[src/sv/piecewise_linear_table_lookup_assert.svh]
// ----------------------------------------------------------------------------
// Assertion macros for the piecewise-linear table lookup
// Clocked on clk, disabled while rst_n is low.
// ----------------------------------------------------------------------------
`ifndef PIECEWISE_LINEAR_TABLE_LOOKUP_ASSERT_SVH
`define PIECEWISE_LINEAR_TABLE_LOOKUP_ASSERT_SVH

// Consequent must hold in the same cycle as the antecedent
`define PLTL_ASSERT_NOW(label, ante, cons, msg) \
    label: assert property (@(posedge clk) disable iff (!rst_n) (ante) |-> (cons)) \
        else $error(msg);

// Consequent must hold in the cycle after the antecedent
`define PLTL_ASSERT_NEXT(label, ante, cons, msg) \
    label: assert property (@(posedge clk) disable iff (!rst_n) (ante) |=> (cons)) \
        else $error(msg);

`endif

[src/sv/pltl_pkg.sv]
// ----------------------------------------------------------------------------
// pltl_pkg
// Shared constants, types and helpers of the piecewise-linear table lookup.
// ----------------------------------------------------------------------------
package pltl_pkg;

    // Table geometry and data widths
    localparam int MAX_POINTS  = 16;
    localparam int IDX_W       = $clog2(MAX_POINTS);
    localparam int DATA_W      = 16;
    localparam int NUM_W       = DATA_W + 1;
    localparam int DIFF_W      = DATA_W + 2;
    localparam int ROW_W       = 2 * DATA_W;
    localparam int PROD_W      = 2 * DATA_W;
    localparam int DIV_CNT_W   = $clog2(DATA_W);
    localparam int WORD_IDX_W  = IDX_W + 1;
    localparam int CNT_W       = 5;

    // Configuration port
    localparam int PADDR_W     = 4;
    localparam int PDATA_W     = 32;
    localparam logic [1:0] REG_POINT_COUNT = 2'd0;
    localparam logic [1:0] REG_Y_FIRST     = 2'd1;
    localparam logic [1:0] REG_SIGNED_MODE = 2'd2;

    // Input word kinds
    localparam logic KIND_LOAD   = 1'b0;
    localparam logic KIND_LOOKUP = 1'b1;

    typedef logic signed [NUM_W-1:0]  num_t;
    typedef logic signed [DIFF_W-1:0] diff_t;

    typedef enum logic [2:0] {
        ST_IDLE,
        ST_FETCH,
        ST_WALK,
        ST_MUL,
        ST_DIV,
        ST_ANS,
        ST_PUBLISH
    } state_t;

    typedef struct packed {
        logic [CNT_W-1:0] point_count;
        logic             y_first;
        logic             signed_mode;
    } cfg_t;

    // Controller to datapath
    typedef struct packed {
        logic wr;          // store one table word
        logic load_key;    // capture lookup key
        logic rd_first;    // read pair 0, restart walk
        logic walk_step;   // move to next pair
        logic take_y1;     // answer is y of previous pair
        logic take_y2;     // answer is y of current pair
        logic capture;     // latch deltas for interpolation
        logic mul;         // form product, seed divider
        logic div_step;    // one quotient bit
        logic ans_div;     // answer is y1 +/- quotient
        logic publish;     // move answer to output register
    } cmd_t;

    // Datapath to controller
    typedef struct packed {
        logic hit;         // key <= x of current pair
        logic first;       // current pair is pair 0
        logic last;        // current pair is last in use
        logic degen;       // no interpolation step possible
        logic div_last;    // final divider step
    } status_t;

    // Raw word to number, sign extended in signed mode
    function automatic num_t to_num(input logic [DATA_W-1:0] raw, input logic sgn);
        to_num = {sgn & raw[DATA_W-1], raw};
    endfunction

endpackage

[src/sv/pltl_ctrl.sv]
// ----------------------------------------------------------------------------
// pltl_ctrl
// Sequencer: accepts words, steps the table walk, divider and output slot.
// ----------------------------------------------------------------------------
`include "piecewise_linear_table_lookup_assert.svh"

module pltl_ctrl
(
    input  logic               clk,
    input  logic               rst_n,
    input  logic               in_valid,
    output logic               in_ready,
    input  logic               kind,
    output logic               out_valid,
    input  logic               out_ready,
    input  pltl_pkg::status_t  status,
    output pltl_pkg::cmd_t     cmd
);

    pltl_pkg::state_t state_reg;
    pltl_pkg::state_t state_next;
    logic             out_valid_reg;
    logic             out_valid_next;
    logic             accept;
    logic             slot_free;

    assign accept    = in_valid && in_ready;
    assign slot_free = !out_valid_reg || out_ready;
    assign out_valid = out_valid_reg;

    // Next state
    always_comb
    begin
        state_next = state_reg;
        case (state_reg)
            pltl_pkg::ST_IDLE:
            begin
                if (accept && kind == pltl_pkg::KIND_LOOKUP)
                    state_next = pltl_pkg::ST_FETCH;
            end
            pltl_pkg::ST_FETCH:
                state_next = pltl_pkg::ST_WALK;
            pltl_pkg::ST_WALK:
            begin
                if (status.hit)
                begin
                    if (status.first || status.degen)
                        state_next = pltl_pkg::ST_PUBLISH;
                    else
                        state_next = pltl_pkg::ST_MUL;
                end
                else if (status.last)
                    state_next = pltl_pkg::ST_PUBLISH;
            end
            pltl_pkg::ST_MUL:
                state_next = pltl_pkg::ST_DIV;
            pltl_pkg::ST_DIV:
            begin
                if (status.div_last)
                    state_next = pltl_pkg::ST_ANS;
            end
            pltl_pkg::ST_ANS:
                state_next = pltl_pkg::ST_PUBLISH;
            pltl_pkg::ST_PUBLISH:
            begin
                if (slot_free)
                    state_next = pltl_pkg::ST_IDLE;
            end
            default:
                state_next = pltl_pkg::ST_IDLE;
        endcase
    end

    // Commands
    always_comb
    begin
        cmd      = '0;
        in_ready = 1'b0;
        case (state_reg)
            pltl_pkg::ST_IDLE:
            begin
                in_ready     = 1'b1;
                cmd.wr       = accept && kind == pltl_pkg::KIND_LOAD;
                cmd.load_key = accept && kind == pltl_pkg::KIND_LOOKUP;
            end
            pltl_pkg::ST_FETCH:
                cmd.rd_first = 1'b1;
            pltl_pkg::ST_WALK:
            begin
                if (status.hit)
                begin
                    cmd.take_y2 = status.first;
                    cmd.take_y1 = !status.first && status.degen;
                    cmd.capture = !status.first && !status.degen;
                end
                else if (status.last)
                    cmd.take_y2 = 1'b1;
                else
                    cmd.walk_step = 1'b1;
            end
            pltl_pkg::ST_MUL:
                cmd.mul = 1'b1;
            pltl_pkg::ST_DIV:
                cmd.div_step = 1'b1;
            pltl_pkg::ST_ANS:
                cmd.ans_div = 1'b1;
            pltl_pkg::ST_PUBLISH:
                cmd.publish = slot_free;
            default:
                cmd = '0;
        endcase
    end

    // Output slot occupancy
    always_comb
    begin
        out_valid_next = out_valid_reg;
        if (cmd.publish)
            out_valid_next = 1'b1;
        else if (out_ready)
            out_valid_next = 1'b0;
    end

    always_ff @(posedge clk or negedge rst_n)
    begin
        if (!rst_n)
        begin
            state_reg     <= pltl_pkg::ST_IDLE;
            out_valid_reg <= 1'b0;
        end
        else
        begin
            state_reg     <= state_next;
            out_valid_reg <= out_valid_next;
        end
    end

    `PLTL_ASSERT_NOW(a_publish_free, cmd.publish, !out_valid_reg || out_ready, "publish over held word")
    `PLTL_ASSERT_NEXT(a_lookup_starts, accept && kind == pltl_pkg::KIND_LOOKUP, state_reg == pltl_pkg::ST_FETCH, "lookup did not start walk")
    `PLTL_ASSERT_NEXT(a_div_ends, state_reg == pltl_pkg::ST_DIV && status.div_last, state_reg == pltl_pkg::ST_ANS, "divider overran")

endmodule

[src/sv/pltl_dpath.sv]
// ----------------------------------------------------------------------------
// pltl_dpath
// Breakpoint memory, walk registers, multiplier, restoring divider, output.
// ----------------------------------------------------------------------------
`include "piecewise_linear_table_lookup_assert.svh"

module pltl_dpath
(
    input  logic                                clk,
    input  logic                                rst_n,
    input  pltl_pkg::cfg_t                      cfg,
    input  pltl_pkg::cmd_t                      cmd,
    output pltl_pkg::status_t                   status,
    input  logic [pltl_pkg::WORD_IDX_W-1:0]     word_index,
    input  logic [pltl_pkg::DATA_W-1:0]         table_word,
    input  logic [pltl_pkg::DATA_W-1:0]         key,
    output logic [pltl_pkg::DATA_W-1:0]         value
);

    localparam int DW = pltl_pkg::DATA_W;
    localparam int IW = pltl_pkg::IDX_W;

    // One row per pair: low half is word 2n, high half word 2n+1
    logic [pltl_pkg::ROW_W-1:0] mem [pltl_pkg::MAX_POINTS];
    logic [pltl_pkg::ROW_W-1:0] rdata_reg;
    logic [IW-1:0]              rd_addr;

    logic [IW-1:0]                  pair_idx_reg;
    logic [IW-1:0]                  last_idx;
    logic [pltl_pkg::CNT_W-1:0]     pc_m1;
    pltl_pkg::num_t                 key_reg;
    pltl_pkg::num_t                 x1_reg;
    pltl_pkg::num_t                 y1_reg;
    pltl_pkg::num_t                 x2;
    pltl_pkg::num_t                 y2;
    pltl_pkg::diff_t                dx_w;
    pltl_pkg::diff_t                dk_w;
    pltl_pkg::diff_t                dy_w;
    pltl_pkg::diff_t                mdy_w;
    logic [DW-1:0]                  dx_reg;
    logic [DW-1:0]                  dk_reg;
    logic [DW-1:0]                  mdy_reg;
    logic                           neg_reg;
    logic [pltl_pkg::PROD_W-1:0]    prod_w;
    logic [DW-1:0]                  rem_reg;
    logic [DW-1:0]                  qsh_reg;
    logic [pltl_pkg::DIV_CNT_W-1:0] div_cnt_reg;
    logic [DW:0]                    trial;
    logic [DW:0]                    trial_sub;
    logic                           trial_ge;
    logic [DW-1:0]                  ans_reg;
    logic [DW-1:0]                  value_reg;

    assign value = value_reg;

    // Pairs in use, clamped to the table
    assign pc_m1 = cfg.point_count - pltl_pkg::CNT_W'(1);
    always_comb
    begin
        if (cfg.point_count == '0)
            last_idx = '0;
        else if (cfg.point_count >= pltl_pkg::CNT_W'(pltl_pkg::MAX_POINTS))
            last_idx = IW'(pltl_pkg::MAX_POINTS - 1);
        else
            last_idx = pc_m1[IW-1:0];
    end

    // Memory write and registered read
    assign rd_addr = cmd.rd_first ? '0 : pair_idx_reg + IW'(1);

    always_ff @(posedge clk)
    begin
        if (cmd.wr)
        begin
            if (word_index[0])
                mem[word_index[IW:1]][pltl_pkg::ROW_W-1:DW] <= table_word;
            else
                mem[word_index[IW:1]][DW-1:0] <= table_word;
        end
        if (cmd.rd_first || cmd.walk_step)
            rdata_reg <= mem[rd_addr];
    end

    // Current pair and deltas against the previous one
    always_comb
    begin
        if (cfg.y_first)
        begin
            y2 = pltl_pkg::to_num(rdata_reg[DW-1:0], cfg.signed_mode);
            x2 = pltl_pkg::to_num(rdata_reg[pltl_pkg::ROW_W-1:DW], cfg.signed_mode);
        end
        else
        begin
            x2 = pltl_pkg::to_num(rdata_reg[DW-1:0], cfg.signed_mode);
            y2 = pltl_pkg::to_num(rdata_reg[pltl_pkg::ROW_W-1:DW], cfg.signed_mode);
        end
    end

    assign dx_w  = {x2[DW], x2} - {x1_reg[DW], x1_reg};
    assign dk_w  = {key_reg[DW], key_reg} - {x1_reg[DW], x1_reg};
    assign dy_w  = {y2[DW], y2} - {y1_reg[DW], y1_reg};
    assign mdy_w = dy_w[pltl_pkg::DIFF_W-1] ? -dy_w : dy_w;

    // Status
    assign status.hit      = key_reg <= x2;
    assign status.first    = pair_idx_reg == '0;
    assign status.last     = pair_idx_reg == last_idx;
    assign status.degen    = dx_w[pltl_pkg::DIFF_W-1] || dx_w == '0 ||
                             dk_w[pltl_pkg::DIFF_W-1] || dk_w == '0;
    assign status.div_last = div_cnt_reg == pltl_pkg::DIV_CNT_W'(DW - 1);

    // Multiplier and divider step
    assign prod_w    = pltl_pkg::PROD_W'(mdy_reg) * pltl_pkg::PROD_W'(dk_reg);
    assign trial     = {rem_reg, qsh_reg[DW-1]};
    assign trial_ge  = trial >= {1'b0, dx_reg};
    assign trial_sub = trial - {1'b0, dx_reg};

    // Walk, arithmetic and answer registers
    always_ff @(posedge clk)
    begin
        if (cmd.load_key)
            key_reg <= pltl_pkg::to_num(key, cfg.signed_mode);
        if (cmd.rd_first)
            pair_idx_reg <= '0;
        if (cmd.walk_step)
        begin
            pair_idx_reg <= pair_idx_reg + IW'(1);
            x1_reg       <= x2;
            y1_reg       <= y2;
        end
        if (cmd.capture)
        begin
            dx_reg  <= dx_w[DW-1:0];
            dk_reg  <= dk_w[DW-1:0];
            mdy_reg <= mdy_w[DW-1:0];
            neg_reg <= dy_w[pltl_pkg::DIFF_W-1];
        end
        if (cmd.mul)
        begin
            rem_reg     <= prod_w[pltl_pkg::PROD_W-1:DW];
            qsh_reg     <= prod_w[DW-1:0];
            div_cnt_reg <= '0;
        end
        if (cmd.div_step)
        begin
            rem_reg     <= trial_ge ? trial_sub[DW-1:0] : trial[DW-1:0];
            qsh_reg     <= {qsh_reg[DW-2:0], trial_ge};
            div_cnt_reg <= div_cnt_reg + pltl_pkg::DIV_CNT_W'(1);
        end
        if (cmd.take_y1)
            ans_reg <= y1_reg[DW-1:0];
        if (cmd.take_y2)
            ans_reg <= y2[DW-1:0];
        if (cmd.ans_div)
            ans_reg <= neg_reg ? y1_reg[DW-1:0] - qsh_reg : y1_reg[DW-1:0] + qsh_reg;
        if (cmd.publish)
            value_reg <= ans_reg;
    end

    `PLTL_ASSERT_NOW(a_rem_below_divisor, cmd.div_step, rem_reg < dx_reg, "divider remainder out of range")
    `PLTL_ASSERT_NOW(a_walk_in_range, cmd.walk_step, pair_idx_reg != last_idx, "walk stepped past last pair")
    `PLTL_ASSERT_NOW(a_step_positive, cmd.capture, !status.degen, "capture on flat step")

endmodule

[src/sv/piecewise_linear_table_lookup.sv]
// ----------------------------------------------------------------------------
// piecewise_linear_table_lookup
// Breakpoint table with linear interpolation between ascending x points.
// ----------------------------------------------------------------------------
// Input words (in_valid/in_ready) either load one raw table word (kind 0,
// pair n at word_index 2n and 2n+1) or look up a key (kind 1). Loads give no
// output word; lookups give one word on value (out_valid/out_ready).
// Registers on the APB port: point_count at 0x0, y_first at 0x4,
// signed_mode at 0x8; write them only while idle.
// A lookup walks k pairs (1..16), one pair per cycle from the breakpoint
// memory, and answers from the walk when the key clamps to an end point or
// lands exactly on a step edge. Otherwise it interpolates: a multiply, a
// restoring divide by the x step and a final add or subtract on y.
// One lookup is in flight at a time; in_ready is high only while idle, so
// the next word is taken only once a lookup has published its answer.
// A finished word sits in the output register; the next lookup runs while
// it waits and holds its answer until out_ready frees the register.
// Reset clears the sequencer, the output valid and the registers
// (point_count 1, others 0); table contents are undefined until loaded.
// ----------------------------------------------------------------------------
module piecewise_linear_table_lookup
(
    input  logic                                clk,
    input  logic                                rst_n,
    input  logic                                in_valid,
    output logic                                in_ready,
    input  logic                                kind,
    input  logic [pltl_pkg::WORD_IDX_W-1:0]     word_index,
    input  logic [pltl_pkg::DATA_W-1:0]         table_word,
    input  logic [pltl_pkg::DATA_W-1:0]         key,
    output logic                                out_valid,
    input  logic                                out_ready,
    output logic [pltl_pkg::DATA_W-1:0]         value,
    input  logic                                psel,
    input  logic                                penable,
    input  logic                                pwrite,
    input  logic [pltl_pkg::PADDR_W-1:0]        paddr,
    input  logic [pltl_pkg::PDATA_W-1:0]        pwdata,
    output logic [pltl_pkg::PDATA_W-1:0]        prdata,
    output logic                                pready
);

    pltl_pkg::cfg_t    cfg_reg;
    pltl_pkg::cmd_t    cmd;
    pltl_pkg::status_t status;
    logic              cfg_wr;
    logic [1:0]        reg_sel;

    assign pready  = 1'b1;
    assign cfg_wr  = psel && penable && pwrite && pready;
    assign reg_sel = paddr[3:2];

    // Configuration registers
    always_ff @(posedge clk or negedge rst_n)
    begin
        if (!rst_n)
        begin
            cfg_reg.point_count <= pltl_pkg::CNT_W'(1);
            cfg_reg.y_first     <= 1'b0;
            cfg_reg.signed_mode <= 1'b0;
        end
        else if (cfg_wr)
        begin
            case (reg_sel)
                pltl_pkg::REG_POINT_COUNT:
                    cfg_reg.point_count <= pwdata[pltl_pkg::CNT_W-1:0];
                pltl_pkg::REG_Y_FIRST:
                    cfg_reg.y_first <= pwdata[0];
                pltl_pkg::REG_SIGNED_MODE:
                    cfg_reg.signed_mode <= pwdata[0];
                default:
                    cfg_reg <= cfg_reg;
            endcase
        end
    end

    // Register read back
    always_comb
    begin
        case (reg_sel)
            pltl_pkg::REG_POINT_COUNT:
                prdata = pltl_pkg::PDATA_W'(cfg_reg.point_count);
            pltl_pkg::REG_Y_FIRST:
                prdata = pltl_pkg::PDATA_W'(cfg_reg.y_first);
            pltl_pkg::REG_SIGNED_MODE:
                prdata = pltl_pkg::PDATA_W'(cfg_reg.signed_mode);
            default:
                prdata = '0;
        endcase
    end

    pltl_ctrl u_ctrl
    (
        .clk       (clk),
        .rst_n     (rst_n),
        .in_valid  (in_valid),
        .in_ready  (in_ready),
        .kind      (kind),
        .out_valid (out_valid),
        .out_ready (out_ready),
        .status    (status),
        .cmd       (cmd)
    );

    pltl_dpath u_dpath
    (
        .clk        (clk),
        .rst_n      (rst_n),
        .cfg        (cfg_reg),
        .cmd        (cmd),
        .status     (status),
        .word_index (word_index),
        .table_word (table_word),
        .key        (key),
        .value      (value)
    );

endmodule

[config.mk]
export PLATFORM = sky130hd
export DESIGN_NAME = piecewise_linear_table_lookup
export DESIGN_NICKNAME = d
export VERILOG_FILES = /design/src/sv/pltl_pkg.sv /design/src/sv/pltl_ctrl.sv /design/src/sv/pltl_dpath.sv /design/src/sv/piecewise_linear_table_lookup.sv
export VERILOG_INCLUDE_DIRS = /design/src /design/src/sv
export SDC_FILE = /design/constraint.sdc
export NUM_CORES = 2
export LEC_CHECK = 0
export ABC_AREA = 1
export BUFFER_PORTS_ARGS = -buffer_cell sky130_fd_sc_hd__buf_2
export CAP_MARGIN = 10
export CORE_MARGIN = 10
export CORE_UTILIZATION = 60
export DETAILED_ROUTE_END_ITERATION = 6
export PLACE_DENSITY = 0.87
export SLEW_MARGIN = 20
export SYNTH_ARGS = -nofsm -noshare
export SYNTH_HDL_FRONTEND = slang
export SYNTH_SLANG_ARGS = --single-unit
export TNS_END_PERCENT = 10
[constraint.sdc]
create_clock -name clk -period 9.4 [get_ports clk]
set_clock_uncertainty 0.2 [all_clocks]
set_input_delay 0.94 -clock clk [delete_from_list [all_inputs] [get_ports clk]]
set_output_delay 0.94 -clock clk [all_outputs]
set_load 0.01 [all_outputs]
**Word level (Yosys, flattened, before mapping)**

Memory sizes are Yosys's and may differ from the RTL's. A register that Yosys moved wholly into a read port is not among the register bits.
Index checks and enable logic that the tools add are counted.

- Muxes and demuxes: 49
- Bitwise gates (word level): 4
- Multiply operators: 1
- Eq/ne operators: 14
- Reduce and logical (&&, ||, !) cells: 30
- Order comparisons: 3
- $add $sub $neg: 10

Operator list:

| kind | number |
|---|---|
| 16-bit two-way mux | 10 |
| 17-bit by 17-bit subtractor with 18-bit output | 3 |
| 18-bit zero test | 2 |
| 17-bit two-way mux | 2 |
| 16-bit by 16-bit multiplier with 32-bit output | 1 |
| 4-bit two-way mux | 8 |
| 16-bit subtractor | 2 |
| 3-bit case mux with 7 select lines | 1 |
| 1-bit two-way mux | 20 |
| 3-bit two-way mux | 6 |
| 17-bit by 16-bit greater-or-equal comparator with 1-bit output | 1 |
| 17-bit <= comparator | 1 |
| 16-bit adder | 1 |
| 16-bit negator | 1 |
| 5-bit case mux with 3 select lines | 1 |
| 3-bit == test, second input constant | 3 |
| 4-bit by 1-bit adder with 4-bit output, second input constant | 2 |
| 1-bit logical AND | 7 |
| 3-bit by 2-bit == test with 1-bit output, second input constant | 2 |
| 1-bit logical OR | 6 |
| 2-bit AND reduction | 3 |
| 2-bit nonzero test | 3 |
| 5-bit greater-or-equal comparator, second input constant | 1 |
| 5-bit zero test | 1 |
| 18 further kinds | 23 |

- Bits of input ports: 81
- Bits in registers: 183
- Word-level logic and storage cells: 130
- Output and inout port bits: 51
- Memories kept: 1
- RAM bits: 512

Memories:

| name | depth | width | read ports | clocked after Yosys merged registers in | wr ports | RTL line | source |
|---|---|---|---|---|---|---|---|
| u_dpath.mem | 16 | 32 | 1 | 1 | 1 | pltl_dpath.sv:24 | `logic [pltl_pkg::ROW_W-1:0] mem [pltl_pkg::MAX_POINTS];` |

**Longest topological paths before layout**

- Depth after elaboration: 14
- Depth in mapped cells: 30

**By module**

A second synthesis with hierarchy kept.

- Cells, all modules: 4352
- Area, all modules: 43855.8 sq um

By module, submodules not included:

| module | area an instance (sq um) | seq. area each (sq um) | times used | cells each |
|---|---|---|---|---|
| pltl_dpath | 42863.6 | 21500.6 | 1 | 4207 |
| piecewise_linear_table_lookup | 600.6 | 176.4 | 1 | 84 |
| pltl_ctrl | 391.6 | 100.1 | 1 | 61 |

**Worst setup path before layout**

Ideal clock, no wire load.

- Path kind: flip-flop to flip-flop
- Start: register u_dpath.dk_reg[15]
- End: register u_dpath.rem_reg[4] (data pin)
- Arrival time: 5.606 ns
- Path buffers: 2
- Path slack: 3.340 ns
- Stages on the path, launching flop included: 24
- Cell sequence: edfxtp_1 -> clkbuf_1 -> clkbuf_1 -> nand2_1 -> fa_1 -> fa_1 -> inv_1 -> fa_1 -> fa_1 -> fa_1 -> inv_1 -> fa_1 -> inv_1 -> ha_1 -> a21oi_1 -> o21a_1 -> o21ai_0 -> a21oi_1 -> nor2_1 -> nor2_1 -> inv_1 -> or2_2 -> nand3_1 -> nand2_1

- Longest elaborated chain between the ends: 3

Ends and longest elaborated chain:

| what | RTL line | source |
|---|---|---|
| from (decl) | pltl_dpath.sv:41 | `logic [DW-1:0] dk_reg;` |
| from (signal assigned) | pltl_dpath.sv:134 | `dk_reg <= dk_w[DW-1:0];` |
| 16-bit by 16-bit multiplier with 32-bit output | pltl_dpath.sv:113 | `assign prod_w = pltl_pkg::PROD_W'(mdy_reg) * pltl_pkg::PROD_W'(dk_reg);` |
| 16-bit two-way mux | pltl_dpath.sv:138 | `if (cmd.mul)` |
| 16-bit two-way mux | pltl_dpath.sv:144 | `if (cmd.div_step)` |
| to (signal assigned) | pltl_dpath.sv:140 | `rem_reg <= prod_w[pltl_pkg::PROD_W-1:DW];` |
| to (signal assigned) | pltl_dpath.sv:146 | `rem_reg <= trial_ge ? trial_sub[DW-1:0] : trial[DW-1:0];` |
| to (decl) | pltl_dpath.sv:45 | `logic [DW-1:0] rem_reg;` |

No other way between the ends. The select of a mux whose other input is x is not followed.
A chain may end at the register's enable or synchronous reset.

**Worst setup path after layout**

- Start: register u_dpath.dk_reg[12]
- End: register u_dpath.rem_reg[15] (data pin)

Same word-level chain as after synthesis.

==> results_dict.tcl <==
set metrics [dict create \
    cts.sinks 727 \
    route.met2.wl_um 54100 \
    top_layer "met5" \
    track_usage_pct 26.4 \
    clockRootBuffer "clkbuf_16" \
    area_growth_pct 8.41 \
    drt_pre_antenna_iters 7 \
    synth_simple_gate_area_share_pct 16.4 \
    clock_latency_ns 0.65 \
    rows 98 \
    drt_iter0_drc 4252 \
    clock_path_buffers 3 \
    crit_slowest_cell "edfxtp_1" \
    period_share_pct 71.7 \
    hpwl_um 74300 \
    gp_congestion 0.942 \
    drc 0 \
    die-height_um 289 \
    r2r_start "u_dpath.dk_reg[12]" \
    ys_seq_area_share_pct 50.3 \
    clk_pin_slew_ns 0.06 \
    rsz0062_at_grt "false" \
    ys_seq_elements 727 \
    synth-compound-area-share_pct 8.19 \
    grt_pass1_wl_um 172000 \
    syn-cell-area_mm2 0.0433 \
    arrival_ns 7.04 \
    synth-async-reset-ratio_pct 1.51 \
    worst_slack_ns 2.66 \
    timing.critical_path.mode_cell "nand2_1" \
    fin_setup_tns_ns 0 \
    vias 32400 \
    wl_met3_um 11600 \
    cp_max_fo 16 \
    yosysWarnings 0 \
    grt_max_degree 92 \
    period_minus_slack_ns 6.74 \
    cts_tree "done" \
    yosys-top-cells-area "edfxtp_1, fa_1, nand2_1" \
    antenna_found_initial 3 \
    cts_hold_buf 0 \
    syn_area_per_cell_um2 9.82 \
    synth_top_area_share_pct 49.6 \
    status "completed" \
    max_cap_violations 0 \
    synthCells 4410 \
    critPathKind "flip-flop to flip-flop" \
    nets 4915 \
    cts_max_level 3 \
    yosysTopAreaCell "edfxtp_1" \
    worst_slew_pin_slew_ns 1.10 \
    cp-end-kind "flip-flop" \
    dieWidth_um 289 \
    synth.distinct_cells 58 \
    slowest_delay_ns 0.89 \
    wl_per_cell_um 20.4 \
    synth_xor_area_share_pct 1.72 \
    numCtsBuffers 74 \
    via_per_inst 5.97 \
    start_util_pct 60.6 \
    num_antenna_cells 0 \
    dieArea_mm2 0.0833 \
    grt-ovfl-total 0 \
    startpoint_type "flip-flop" \
    ios 132 \
    largest_reg_flops 512 \
    drive_gt1_share_pct 6.98 \
    drv_slew 0 \
    wirelength_um 111000 \
    postRouteAntennaNets 0 \
    cp.required_ns 9.70 \
    worst-r2r-cell-count 22 \
    io_buffers 74 \
    wl_met1_um 40600 \
    pre_cts_slack_ns 2.78 \
    slew_headroom_pct 26.7 \
    synth_flop_cell "edfxtp_1" \
    setup_viol 0 \
    grt_pass1_vias 32300 \
    max_freq_mhz 148 \
    coreArea_mm2 0.0715 \
    hold_viol 0 \
    r2r_setup_slack_ns 2.66 \
    r2r-end "u_dpath.rem_reg[15]" \
    synth_top_family_by_area "simple AND/OR/NAND/NOR gates" \
    synth-adder-area-share_pct 15.3 \
    postCtsSetupBuffers 0 \
    synth-edff-count 716 \
    min_path_type "input port to asynchronous set/reset pin" \
    synthMuxAreaShare_pct 0.116 \
    crit_path_cell_trace "nand2_1 -> fa_1 -> inv_1 -> fa_1 -> fa_1 -> fa_1 -> fa_1 -> inv_1 -> fa_1 -> inv_1 -> ha_1 -> nand2_1 -> nor4_1 -> nand3_1 -> nand3_1 -> nand3_1 -> nand2_1 -> nand2_1 -> nand2_1 -> xor2_1 -> nand2_1 -> nand2_1" \
    ctsResizeCount 0 \
]
==> cell families after synthesis <==
logic type | count (synthesis)
adders and majority gates | 409
buffers and inverters | 862
other | 2
AOI/OAI and AO/OA | 577
DFF | 727
muxes | 5
xor gates and xnor gates | 84
and+or+nand+nor | 1744
==> worst max-delay path, delay by kind of cell (launching register included) <==
kind	cells	cell delay (ns)
adders and majority gates	7	3.57
and+or+nand+nor	11	1.63
DFF	1	0.89
buffers and inverters	3	0.16
xor gates and xnor gates	1	0.15
==> area by class of cell <==
| type | count | area, um2 |
|---|---|---|
| fill | 5019 | 24500 |
| sequential | 727 | 21800 |
| multi-input combinational | 2847 | 18200 |
| inverter | 641 | 2410 |
| clock buffer | 85 | 1910 |
| tap | 950 | 1190 |
| timing repair buffer | 134 | 821 |
| clock inverter | 50 | 636 |
==> cell usage in the layout (no fill, tap or decap), types with 75 or more instances in the layout <==
master / n
fa_1: 199
nand3_1: 163
nand2_1: 778
o311ai_0: 94
a21oi_1: 134
edfxtp_1: 716
inv_1: 631
o21ai_0: 230
clkbuf_16: 75
nor2_1: 671
ha_1: 210
==> cells in the mapped netlist (all sizes together), types with 3 or more instances <==
cell type  number
edfxtp        716
nor4            5
o31ai           3
o311ai        108
dfrtp          10
a21boi          6
buf            75
nor3           22
fa            199
nand3         166
mux2i           5
o32ai          20
ha            210
o21ai         251
xnor2          30
nor2          678
a31oi           8
a21o            6
or2            35
nand3b         24
o21a            3
clkbuf        146
o211ai         23
nand2         786
a21oi         135
inv           640
nand4          23
xor2           54
o21bai          9
==> routing by layer <==
metal / vias to the layer above / track usage, %
met3: 380 / 4.88
met5: - / 0
met1: 15400 / 33.1
met4: 4 / 11.6
li1: 14600 / -
met2: 2004 / 44.5
==> stage by stage <==
stage / std cells / hold WS, ns / util, % / cell area (um2)
finish: 5434 / 0.0256 / 65.7 / 46900
global route: 5434 / 0.0217 / 65.7 / 46900
floorplan: 4436 / 0.200 / - / 43400
CTS: 5434 / 0.00635 / 65.7 / 46900
detailed placement: 5299 / 0.205 / 62.1 / 44400
global placement: 5299 / 0.203 / 62.1 / 44400
==> how the worst max path moves through the flow <==
stage / to / start / depth (start not counted) / slack [ns]
6_report: u_dpath.rem_reg[15] / u_dpath.dk_reg[12] / 22 / 2.66
5_1_grt: u_dpath.rem_reg[15] / u_dpath.dk_reg[12] / 24 / 2.28
4_1_cts: u_dpath.rem_reg[15] / u_dpath.dk_reg[14] / 22 / 2.76
3_5_place_dp: u_dpath.rem_reg[15] / u_dpath.dk_reg[12] / 22 / 2.78
3_3_place_gp: u_dpath.rem_reg[4] / u_dpath.dk_reg[14] / 21 / 2.84
2_1_floorplan: u_dpath.rem_reg[4] / u_dpath.dk_reg[15] / 23 / 3.34
Power is not shown: default switching activity piles up to over one toggle a cycle in this logic, so the estimate is an artifact.
